File: src/hdl/uarb_pkg.sv
package uarb_pkg;

    localparam int RX_DEPTH = 128;
    localparam int TX_DEPTH = 16;
    localparam int RX_AW = $clog2(RX_DEPTH);
    localparam int TX_AW = $clog2(TX_DEPTH);
    localparam int BYTE_W = 8;
    localparam int KIND_W = 3;
    localparam int RX_COUNT_W = 7;

    typedef enum logic [KIND_W-1:0] {
        KIND_RX_BYTE  = 3'd0,
        KIND_RX_POP   = 3'd1,
        KIND_RX_FLUSH = 3'd2,
        KIND_TX_PUSH  = 3'd3,
        KIND_TX_READY = 3'd4,
        KIND_TX_DONE  = 3'd5
    } kind_t;

    // per-beat decision from the pointer control, plus ring access requests
    typedef struct packed {
        logic                  pop_valid;
        logic                  dropped;
        logic                  ready;
        logic                  accepted;
        logic                  send_valid;
        logic                  line_active;
        logic [RX_COUNT_W-1:0] rx_count;
    } step_t;

    typedef struct packed {
        logic             rx_we;
        logic [RX_AW-1:0] rx_waddr;
        logic             rx_re;
        logic [RX_AW-1:0] rx_raddr;
        logic             tx_we;
        logic [TX_AW-1:0] tx_waddr;
        logic             tx_re;
        logic [TX_AW-1:0] tx_raddr;
    } mem_req_t;

endpackage

File: src/hdl/uart_rx_tx_ring_buffers.sv
// pipeline: a beat passes the middle stage (s1) and then the output register before
// its result is valid; a stalled result holds the input once the middle stage is
// full
// throughput: one beat per cycle when not stalled; each beat does at most one read
// or one write on one ring memory, read data comes back the cycle after the access
// reset: pointers cleared and tx phase idle at once; ring contents are not cleared
module uart_rx_tx_ring_buffers
    import uarb_pkg::*;
(
    input  logic                  clk,
    input  logic                  rst_n,
    input  logic                  req_valid,
    output logic                  req_stall,
    input  logic [KIND_W-1:0]     kind,
    input  logic [BYTE_W-1:0]     byte_in,
    output logic                  rsp_valid,
    input  logic                  rsp_stall,
    output logic                  pop_valid,
    output logic [BYTE_W-1:0]     pop_byte,
    output logic [RX_COUNT_W-1:0] rx_count,
    output logic                  rx_dropped_oldest,
    output logic                  rx_arrived,
    output logic                  push_accepted,
    output logic                  send_valid,
    output logic [BYTE_W-1:0]     send_byte,
    output logic                  tx_line_active
);

    logic        accept, advance;
    step_t       step, s1_step_reg;
    mem_req_t    mem_req;
    logic        s1_valid_reg, out_valid_reg;
    logic [BYTE_W-1:0] rx_rdata, tx_rdata;
    step_t             out_step_reg;
    logic [BYTE_W-1:0] out_pop_byte_reg, out_send_byte_reg;

    assign advance   = !out_valid_reg || !rsp_stall;
    assign req_stall = s1_valid_reg && !advance;
    assign accept    = req_valid && !req_stall;

    uarb_ctrl u_ctrl (
        .clk     (clk),
        .rst_n   (rst_n),
        .go      (accept),
        .kind    (kind),
        .step    (step),
        .mem_req (mem_req)
    );

    uarb_ram #(
        .DEPTH (RX_DEPTH),
        .WIDTH (BYTE_W)
    ) u_rx_ram (
        .clk   (clk),
        .we    (mem_req.rx_we),
        .waddr (mem_req.rx_waddr),
        .wdata (byte_in),
        .re    (mem_req.rx_re),
        .raddr (mem_req.rx_raddr),
        .rdata (rx_rdata)
    );

    uarb_ram #(
        .DEPTH (TX_DEPTH),
        .WIDTH (BYTE_W)
    ) u_tx_ram (
        .clk   (clk),
        .we    (mem_req.tx_we),
        .waddr (mem_req.tx_waddr),
        .wdata (byte_in),
        .re    (mem_req.tx_re),
        .raddr (mem_req.tx_raddr),
        .rdata (tx_rdata)
    );

    always_ff @(posedge clk or negedge rst_n)
    begin
        if (!rst_n)
        begin
            s1_valid_reg  <= 1'b0;
            out_valid_reg <= 1'b0;
        end
        else
        begin
            s1_valid_reg  <= accept || (s1_valid_reg && !advance);
            out_valid_reg <= s1_valid_reg || (out_valid_reg && rsp_stall);
        end
    end

    // ram read data holds while the beat waits, since no new beat is taken
    always_ff @(posedge clk)
    begin
        if (accept)
        begin
            s1_step_reg <= step;
        end
        if (s1_valid_reg && advance)
        begin
            out_step_reg      <= s1_step_reg;
            out_pop_byte_reg  <= s1_step_reg.pop_valid ? rx_rdata : '0;
            out_send_byte_reg <= s1_step_reg.send_valid ? tx_rdata : '0;
        end
    end

    assign rsp_valid         = out_valid_reg;
    assign pop_valid         = out_step_reg.pop_valid;
    assign pop_byte          = out_pop_byte_reg;
    assign rx_count          = out_step_reg.rx_count;
    assign rx_dropped_oldest = out_step_reg.dropped;
    assign rx_arrived        = out_step_reg.ready;
    assign push_accepted     = out_step_reg.accepted;
    assign send_valid        = out_step_reg.send_valid;
    assign send_byte         = out_send_byte_reg;
    assign tx_line_active    = out_step_reg.line_active;

endmodule

File: src/hdl/uarb_ram.sv
module uarb_ram #(
    parameter int DEPTH = 16,
    parameter int WIDTH = 8,
    localparam int AW = $clog2(DEPTH)
) (
    input  logic             clk,
    input  logic             we,
    input  logic [AW-1:0]    waddr,
    input  logic [WIDTH-1:0] wdata,
    input  logic             re,
    input  logic [AW-1:0]    raddr,
    output logic [WIDTH-1:0] rdata
);

    logic [WIDTH-1:0] mem [DEPTH];
    logic [WIDTH-1:0] rdata_reg;

    always_ff @(posedge clk)
    begin
        if (we)
        begin
            mem[waddr] <= wdata;
        end
        if (re)
        begin
            rdata_reg <= mem[raddr];
        end
    end

    assign rdata = rdata_reg;

endmodule

File: src/hdl/uarb_ctrl.sv
module uarb_ctrl
    import uarb_pkg::*;
(
    input  logic              clk,
    input  logic              rst_n,
    input  logic              go,
    input  logic [KIND_W-1:0] kind,
    output step_t             step,
    output mem_req_t          mem_req
);

    typedef enum logic [1:0] {
        PH_IDLE = 2'd0,
        PH_PUMP = 2'd1,
        PH_WAIT = 2'd2
    } phase_t;

    phase_t           phase_reg, phase_next;
    logic [RX_AW-1:0] rx_wp_reg, rx_wp_next, rx_rp_reg, rx_rp_next;
    logic [TX_AW-1:0] tx_wp_reg, tx_wp_next, tx_rp_reg, tx_rp_next;
    logic [RX_AW-1:0] rx_wp_inc, rx_rp_inc, rx_fill;
    logic [TX_AW-1:0] tx_wp_inc, tx_rp_inc;

    assign rx_wp_inc = (rx_wp_reg == RX_AW'(RX_DEPTH - 1)) ? '0 : rx_wp_reg + 1'b1;
    assign rx_rp_inc = (rx_rp_reg == RX_AW'(RX_DEPTH - 1)) ? '0 : rx_rp_reg + 1'b1;
    assign tx_wp_inc = (tx_wp_reg == TX_AW'(TX_DEPTH - 1)) ? '0 : tx_wp_reg + 1'b1;
    assign tx_rp_inc = (tx_rp_reg == TX_AW'(TX_DEPTH - 1)) ? '0 : tx_rp_reg + 1'b1;

    always_comb
    begin
        phase_next = phase_reg;
        rx_wp_next = rx_wp_reg;
        rx_rp_next = rx_rp_reg;
        tx_wp_next = tx_wp_reg;
        tx_rp_next = tx_rp_reg;
        step       = '0;
        mem_req    = '0;
        mem_req.rx_waddr = rx_wp_reg;
        mem_req.rx_raddr = rx_rp_reg;
        mem_req.tx_waddr = tx_wp_reg;
        mem_req.tx_raddr = tx_rp_reg;
        if (go)
        begin
            case (kind)
                KIND_RX_BYTE:
                begin
                    // full ring: drop the oldest byte to make room
                    if (rx_wp_inc == rx_rp_reg)
                    begin
                        rx_rp_next   = rx_rp_inc;
                        step.dropped = 1'b1;
                    end
                    mem_req.rx_we = 1'b1;
                    rx_wp_next    = rx_wp_inc;
                    step.ready    = 1'b1;
                end
                KIND_RX_POP:
                begin
                    if (rx_wp_reg != rx_rp_reg)
                    begin
                        step.pop_valid = 1'b1;
                        mem_req.rx_re  = 1'b1;
                        rx_rp_next     = rx_rp_inc;
                    end
                end
                KIND_RX_FLUSH:
                begin
                    rx_rp_next = rx_wp_reg;
                end
                KIND_TX_PUSH:
                begin
                    if (tx_wp_inc != tx_rp_reg)
                    begin
                        mem_req.tx_we = 1'b1;
                        tx_wp_next    = tx_wp_inc;
                        step.accepted = 1'b1;
                        phase_next    = PH_PUMP;
                    end
                end
                KIND_TX_READY:
                begin
                    if (phase_reg == PH_PUMP)
                    begin
                        if (tx_wp_reg == tx_rp_reg)
                        begin
                            phase_next = PH_WAIT;
                        end
                        else
                        begin
                            step.send_valid = 1'b1;
                            mem_req.tx_re   = 1'b1;
                            tx_rp_next      = tx_rp_inc;
                        end
                    end
                end
                KIND_TX_DONE:
                begin
                    if (phase_reg == PH_WAIT)
                    begin
                        phase_next = (tx_wp_reg != tx_rp_reg) ? PH_PUMP : PH_IDLE;
                    end
                end
                default:
                begin
                end
            endcase
        end
        rx_fill = rx_wp_next - rx_rp_next;
        if (rx_wp_next < rx_rp_next)
        begin
            rx_fill = RX_AW'(RX_DEPTH) + rx_wp_next - rx_rp_next;
        end
        step.rx_count    = RX_COUNT_W'(rx_fill);
        step.line_active = (phase_next == PH_PUMP) || (phase_next == PH_WAIT);
    end

    always_ff @(posedge clk or negedge rst_n)
    begin
        if (!rst_n)
        begin
            phase_reg <= PH_IDLE;
            rx_wp_reg <= '0;
            rx_rp_reg <= '0;
            tx_wp_reg <= '0;
            tx_rp_reg <= '0;
        end
        else
        begin
            phase_reg <= phase_next;
            rx_wp_reg <= rx_wp_next;
            rx_rp_reg <= rx_rp_next;
            tx_wp_reg <= tx_wp_next;
            tx_rp_reg <= tx_rp_next;
        end
    end

endmodule

File: config.mk
export PLATFORM = sky130hd
export DESIGN_NAME = uart_rx_tx_ring_buffers
export DESIGN_NICKNAME = d
export VERILOG_FILES = /design/src/hdl/uarb_pkg.sv /design/src/hdl/uart_rx_tx_ring_buffers.sv /design/src/hdl/uarb_ram.sv /design/src/hdl/uarb_ctrl.sv
export SDC_FILE = /design/constraint.sdc
export NUM_CORES = 1
export LEC_CHECK = 0
export BUFFER_PORTS_ARGS = -buffer_cell sky130_fd_sc_hd__buf_2
export CAP_MARGIN = 15
export CORE_MARGIN = 8
export CORE_UTILIZATION = 40
export CTS_BUF_LIST = sky130_fd_sc_hd__clkbuf_8 sky130_fd_sc_hd__clkbuf_16
export DETAILED_ROUTE_END_ITERATION = 8
export PLACE_DENSITY = 0.64
export SETUP_SLACK_MARGIN = 0.3
export SLEW_MARGIN = 25
export SYNTH_ARGS = -nofsm -noshare
export SYNTH_HDL_FRONTEND = slang
export SYNTH_HIERARCHICAL = 1
export SYNTH_SLANG_ARGS = --single-unit
export TNS_END_PERCENT = 50
File: constraint.sdc
create_clock -name clk -period 4.7 [get_ports clk]
set_clock_uncertainty 0.05 [all_clocks]
set_input_delay 0.94 -clock clk [delete_from_list [all_inputs] [get_ports clk]]
set_output_delay 0.94 -clock clk [all_outputs]
set_load 0.01 [all_outputs]
---- Word level (Yosys, flattened, before mapping) ----
Memory sizes are Yosys's and may differ from the RTL's. A register that Yosys moved wholly into a read port is not among the register bits.
Index checks and enable logic that the tools add are counted.
word-level totals
  memories kept ........................... 2
  RAM bits ................................ 1,152
  flip-flop bits (word level) ............. 68
  word-level logic and storage cells ...... 99
  output and inout bits ................... 31
cells by class
  equality and inequality tests ........... 18
  add/subtract/negate cells ............... 5
  bitwise logic cells ..................... 1
  muxes and demuxes ....................... 35
  reductions and logical operators ........ 15
memory list
  name          words  width  rd ports  clocked after Yosys merged registers in  write ports  line            text
  u_rx_ram.mem  128    8      1         1                                        1            uarb_ram.sv:15  logic [WIDTH-1:0] mem [DEPTH];
  u_tx_ram.mem  16     8      1         1                                        1            uarb_ram.sv:15
operator list
  cell                   number
  $mux W7                7
  $pmux W7 S3            1
  $mux W1                19
  $add A7 B1 Y7 const B  2
  $eq A7 B7 Y1 const B   2
  $mux W2                5
  $add A4 B1 Y4 const B  2
  $eq A4 B4 Y1 const B   2
  $mux W4                2
  $ne A4 B4 Y1           2
  $eq A7 B7 Y1           1
  $ne A7 B7 Y1           1
  $sub A7 B7 Y7          1
  $eq A3 B2 Y1 const B   2
  $eq A3 B3 Y1 const B   2
  $pmux W2 S3            1
  $eq A2 B1 Y1 const B   2
  $eq A2 B2 Y1 const B   2
  $eq A4 B4 Y1           1
  $logic_and A1 B1 Y1    4
  $logic_not A1 Y1       4
  $logic_or A1 B1 Y1     4
  $reduce_and A4 Y1      1
  $eq A3 B1 Y1 const B   1
  3 further kinds        3

---- Longest topological paths before layout ----
  depth in word-level cells ............... 9
  mapped depth ............................ 19
  depth with buffers taken out ............ 18

---- Hierarchy ----
Netlist, hierarchy kept.
modules (own cells, without submodules)
  module                   sequential area each (µm²)  area an instance (µm²)  cells each  times used
  uarb_ram at u_rx_ram     30,989.7                    39,745.6                1,635       1
  uarb_ram at u_tx_ram     4,083.9                     5,227.5                 229         1
  uarb_ctrl                600.6                       2,348.5                 281         1
  uart_rx_tx_ring_buffers  1,311.3                     1,453.9                 66          1

---- Worst setup path after synthesis ----
No wires, ideal clock.
  path kind ............................... input port to flip-flop
  start ................................... in rsp_stall
  end ..................................... reg s1_step_reg[6] (netlist bit), data pin
  library setup time ...................... 0.258 ns
  path slack .............................. 0.635 ns
  arrival ................................. 3.757 ns
  buffers on the path ..................... 0
  cell stages on the path ................. 16
  cell sequence ........................... nand3_2 and2_1 nor2b_1 nand2_1 a221oi_2 o31ai_1 a22o_1 ha_1 fa_1 nor2b_1 o21ai_0 nand2b_1 a21o_1 a21oi_1 xnor2_1 xnor2_1
RTL lines
  element                 line                           text
  start: declaration      uart_rx_tx_ring_buffers.sv:17  input logic rsp_stall,
  end signal: assignment  uart_rx_tx_ring_buffers.sv:95  s1_step_reg <= step;
  end: declaration        uart_rx_tx_ring_buffers.sv:30  step_t step, s1_step_reg;

==> reports/results.txt <==
effective utilization at floorplan: 0.4018
worst-path cell chain: ha_2, xnor2_1, nand3_1, nand2b_1, a221oi_1, nand4bb_1, buf_4, or2_1, o31ai_1, a22o_1, ha_1, fa_2, nor2b_1, o21ai_0, nand2b_1, a21o_1, a21oi_1, xnor2_1, xnor2_1
leakage power total: 17.09 nW
Top delay family on crit path: compound AO/OA/AOI/OAI gates
standard cell core area: 0.1214 mm2
final worst path period share: 0.9260
relative max-transition margin: 0.3197
buffer depth of the longest clock path: 3
Die X-Extent: 365.2 um
clock root buffer master: clkbuf_16
maximum number of pins on one net before global-route repair: 145
post-synthesis sequential area ratio: 0.7583
peak supply drop: 0.3093 mV
internal power: 19.41 mW
cell mode on critical path: xnor2_1
antenna violations before repair: 2
sw frac: 0.2436
Main synth FF type: edfxtp_1
global-route wire length before repair: 157300 um
number of library cell types mapped by synthesis: 66
number of enable-type register cells in the synthesized netlist: 1210
result of the run: completed
Synth Area in Adders: 0.002976
total half-perimeter wirelength after legalization and detailed placement: 65300 um
top-level I/O count: 46
crit path max fanout: 11
number of max-cap violations: 0
net count of the finished layout: 2357
highest clock rate: 229.8 MHz
setup TNS: 0 ns
antenna viol nets, final: 0
overall global routing resource usage: 0.1571
number of clock sinks seen by CTS: 1236
power share of the clock group: 0.357
count of port buffers added during placement: 45
Area growth, synth to finish: 12.71%
Final Hold Vio Count: 0
share of the synthesized netlist area taken by xor and xnor gates: 0.005746
post-DR wirelength/cell: 26.31 um
async set or reset register ratio after synthesis: 0.02104
total DRC errors in the routed layout: 0
slowest CP cell: dfrtp_2
Placement Rows: 128
detailed-routing iteration count for the pre-antenna-repair pass: 6
top cells by instance count after synthesis: 1210 x edfxtp_1, 354 x mux4_2, 150 x nor2_1
Hold Buf Count CTS: 0
DIE AREA: 0.1334 mm2
endpoint arrival time on the critical path: 4.74 ns
mean number of vias per cell: 5.646
number of cells after detailed placement: 3831
final period demand of the worst path: 4.352 ns
CP peak stage delay: 0.46 ns
Die Span Y: 365.2 um
TritonCTS clock tree: yes
netlist area before placement: 0.04878 mm2
clock transition at the registers of the reported paths: 0.06 ns
first-iteration detailed-routing DRC count: 2256
share of cells above drive strength 1: 0.2806
logic gate share of total power: 0.159
Via Count: 22880
number of global-route vias before repair: 23220
Final Core Density: 0.4529
final-report setup violation count: 0
dominant cells by area after synthesis: edfxtp_1 74%, mux4_2 16%, dfrtp_1 1.3%
r2r setup slk: 0.35 ns
kind of critical path: register to register
Sequential Power Share: 0.484
net switching power: 6.250 mW
kind of start point of the critical path: register
global placer's final weighted congestion: 0.8146
setup repair after global routing missed its margin: yes
final slew viol count: 0
worst min path class: primary input to async pin
Compound-Gate Fraction of Synth Area: 0.01390
GR Overflow Total: 0
post-synth net total: 2237
Worst-Skew Late Latency: 0.68 ns
area leader, netlist: edfxtp_1
Routed WL: 106600 um
simple-gate share of the synthesized area: 0.03081
Min Hold Slack: 0.2191 ns
Avg Inst Size Synth: 22.06 um2
count of synthesis-stage warnings from yosys: 6
slew at the pin with the worst max-slew slack: 1.017 ns
fraction of post-synthesis cell area in the top cell type by area: 0.7449
Critical Path Sink Type: register
number of synthesized register bits: 1236
max FFs per register: 1024
number of instances in the synthesized netlist: 2211
number of buffer and inverter stages on the critical path: 1
portion of netlist area occupied by mux cells: 0.1750
critical path required time: 5.08 ns
maximum level of the CTS H-tree: 3
combinational family with the most area after synthesis: multiplexers
CTS Buf Count: 119
post-route non-filler standard cell count: 4053
PwrDens: 466.7 mW/mm2
count leader, synth: edfxtp_1
[kinds of logic after synthesis]
logic type      Yosys count
mux                     385
flops                  1236
xor+xnor                 32
simple gates            321
fa+ha+maj                11
compound gates           94
buf+inv                 132
[what timing repair did]
item,CTS,global route
endpoints found under the setup margin,0,7
buffers inserted,0,1
gates resized for setup,0,7
[power by group through the flow]
stage          logic, mW  clock network, mW  registers (mW)
2_1_floorplan       2.85                  0            12.6
3_3_place_gp        4.00                  0            12.7
6_report            4.08               9.16            12.4
4_1_cts             4.07               9.36            12.4
5_1_grt             4.31               9.76            12.4
3_5_place_dp        4.05                  0            12.7
[per-layer routing]
layer,vias up,share of wire,global-route usage
met5,-,0.00038,0
met2,898,0.49,0.2557
li1,9522,-,-
met3,180,0.069,0.02660
met1,12280,0.42,0.2214
met4,2,0.025,0.04079
[cells in the final DEF, fill, tap and decap left out, types with 5 or more instances in the layout]
cell       netlist  layout
a21oi_1         13      13
a22oi_1         20      20
a31oi_1          6       6
and2_1          20      20
buf_2           24      37
buf_4           18      73
bufinv_16        0       8
clkbuf_16        0     123
clkbuf_8         0       5
clkinv_1         0      20
clkinv_2         0      21
dfrtp_1         26      20
edfxtp_1      1210    1210
ha_1            10       9
inv_1           10      40
mux2_2          15      15
mux4_1          14      14
mux4_2         354     354
nand2_1         48      48
nand2b_1         9       9
nand3_1         27      27
nand4_1          5       5
nor2_1         150     149
nor2b_1         13      13
nor3_1          20      19
o21ai_0         19      18
xnor2_1         12      12
xor2_1          20      20
[area by class of cell]
class,count,area (um2)
Antenna cell,1,2.502
Clock buffer,127,3122
Clock inverter,90,678.2
Fill cell,10060,66420
Inverter,10,37.54
Multi-Input combinational cell,843,11160
Sequential cell,1236,37000
Tap cell,1625,2033
Timing Repair Buffer,121,938.4
[per-stage QoR]
stage | area, um2 | setup WS, ns | power (mW)
4_1_cts | 54860 | 0.3125 | 25.86
3_3_place_gp | 51060 | 0.4153 | 16.65
5_1_grt | 54970 | 0.2706 | 26.50
6_report | 54980 | 0.3476 | 25.66
3_5_place_dp | 51060 | 0.3607 | 16.72
2_1_floorplan | 48780 | 0.6354 | 15.44
[worst paths after layout]
check                      depth (start not counted)                  end           startpoint
min in group clk                                   0          rx_count[3]       s1_step_reg[3]
max reg2reg                                       19       s1_step_reg[6]  u_ctrl/rx_wp_reg[1]
min reg2reg                                        0          rx_count[3]       s1_step_reg[3]
max in group asynchronous                          1  u_ctrl/rx_rp_reg[0]                rst_n
min                                                1            rsp_valid                rst_n
max                                               19       s1_step_reg[6]  u_ctrl/rx_wp_reg[1]
No activity file was read; power rests on OpenSTA's default activity.
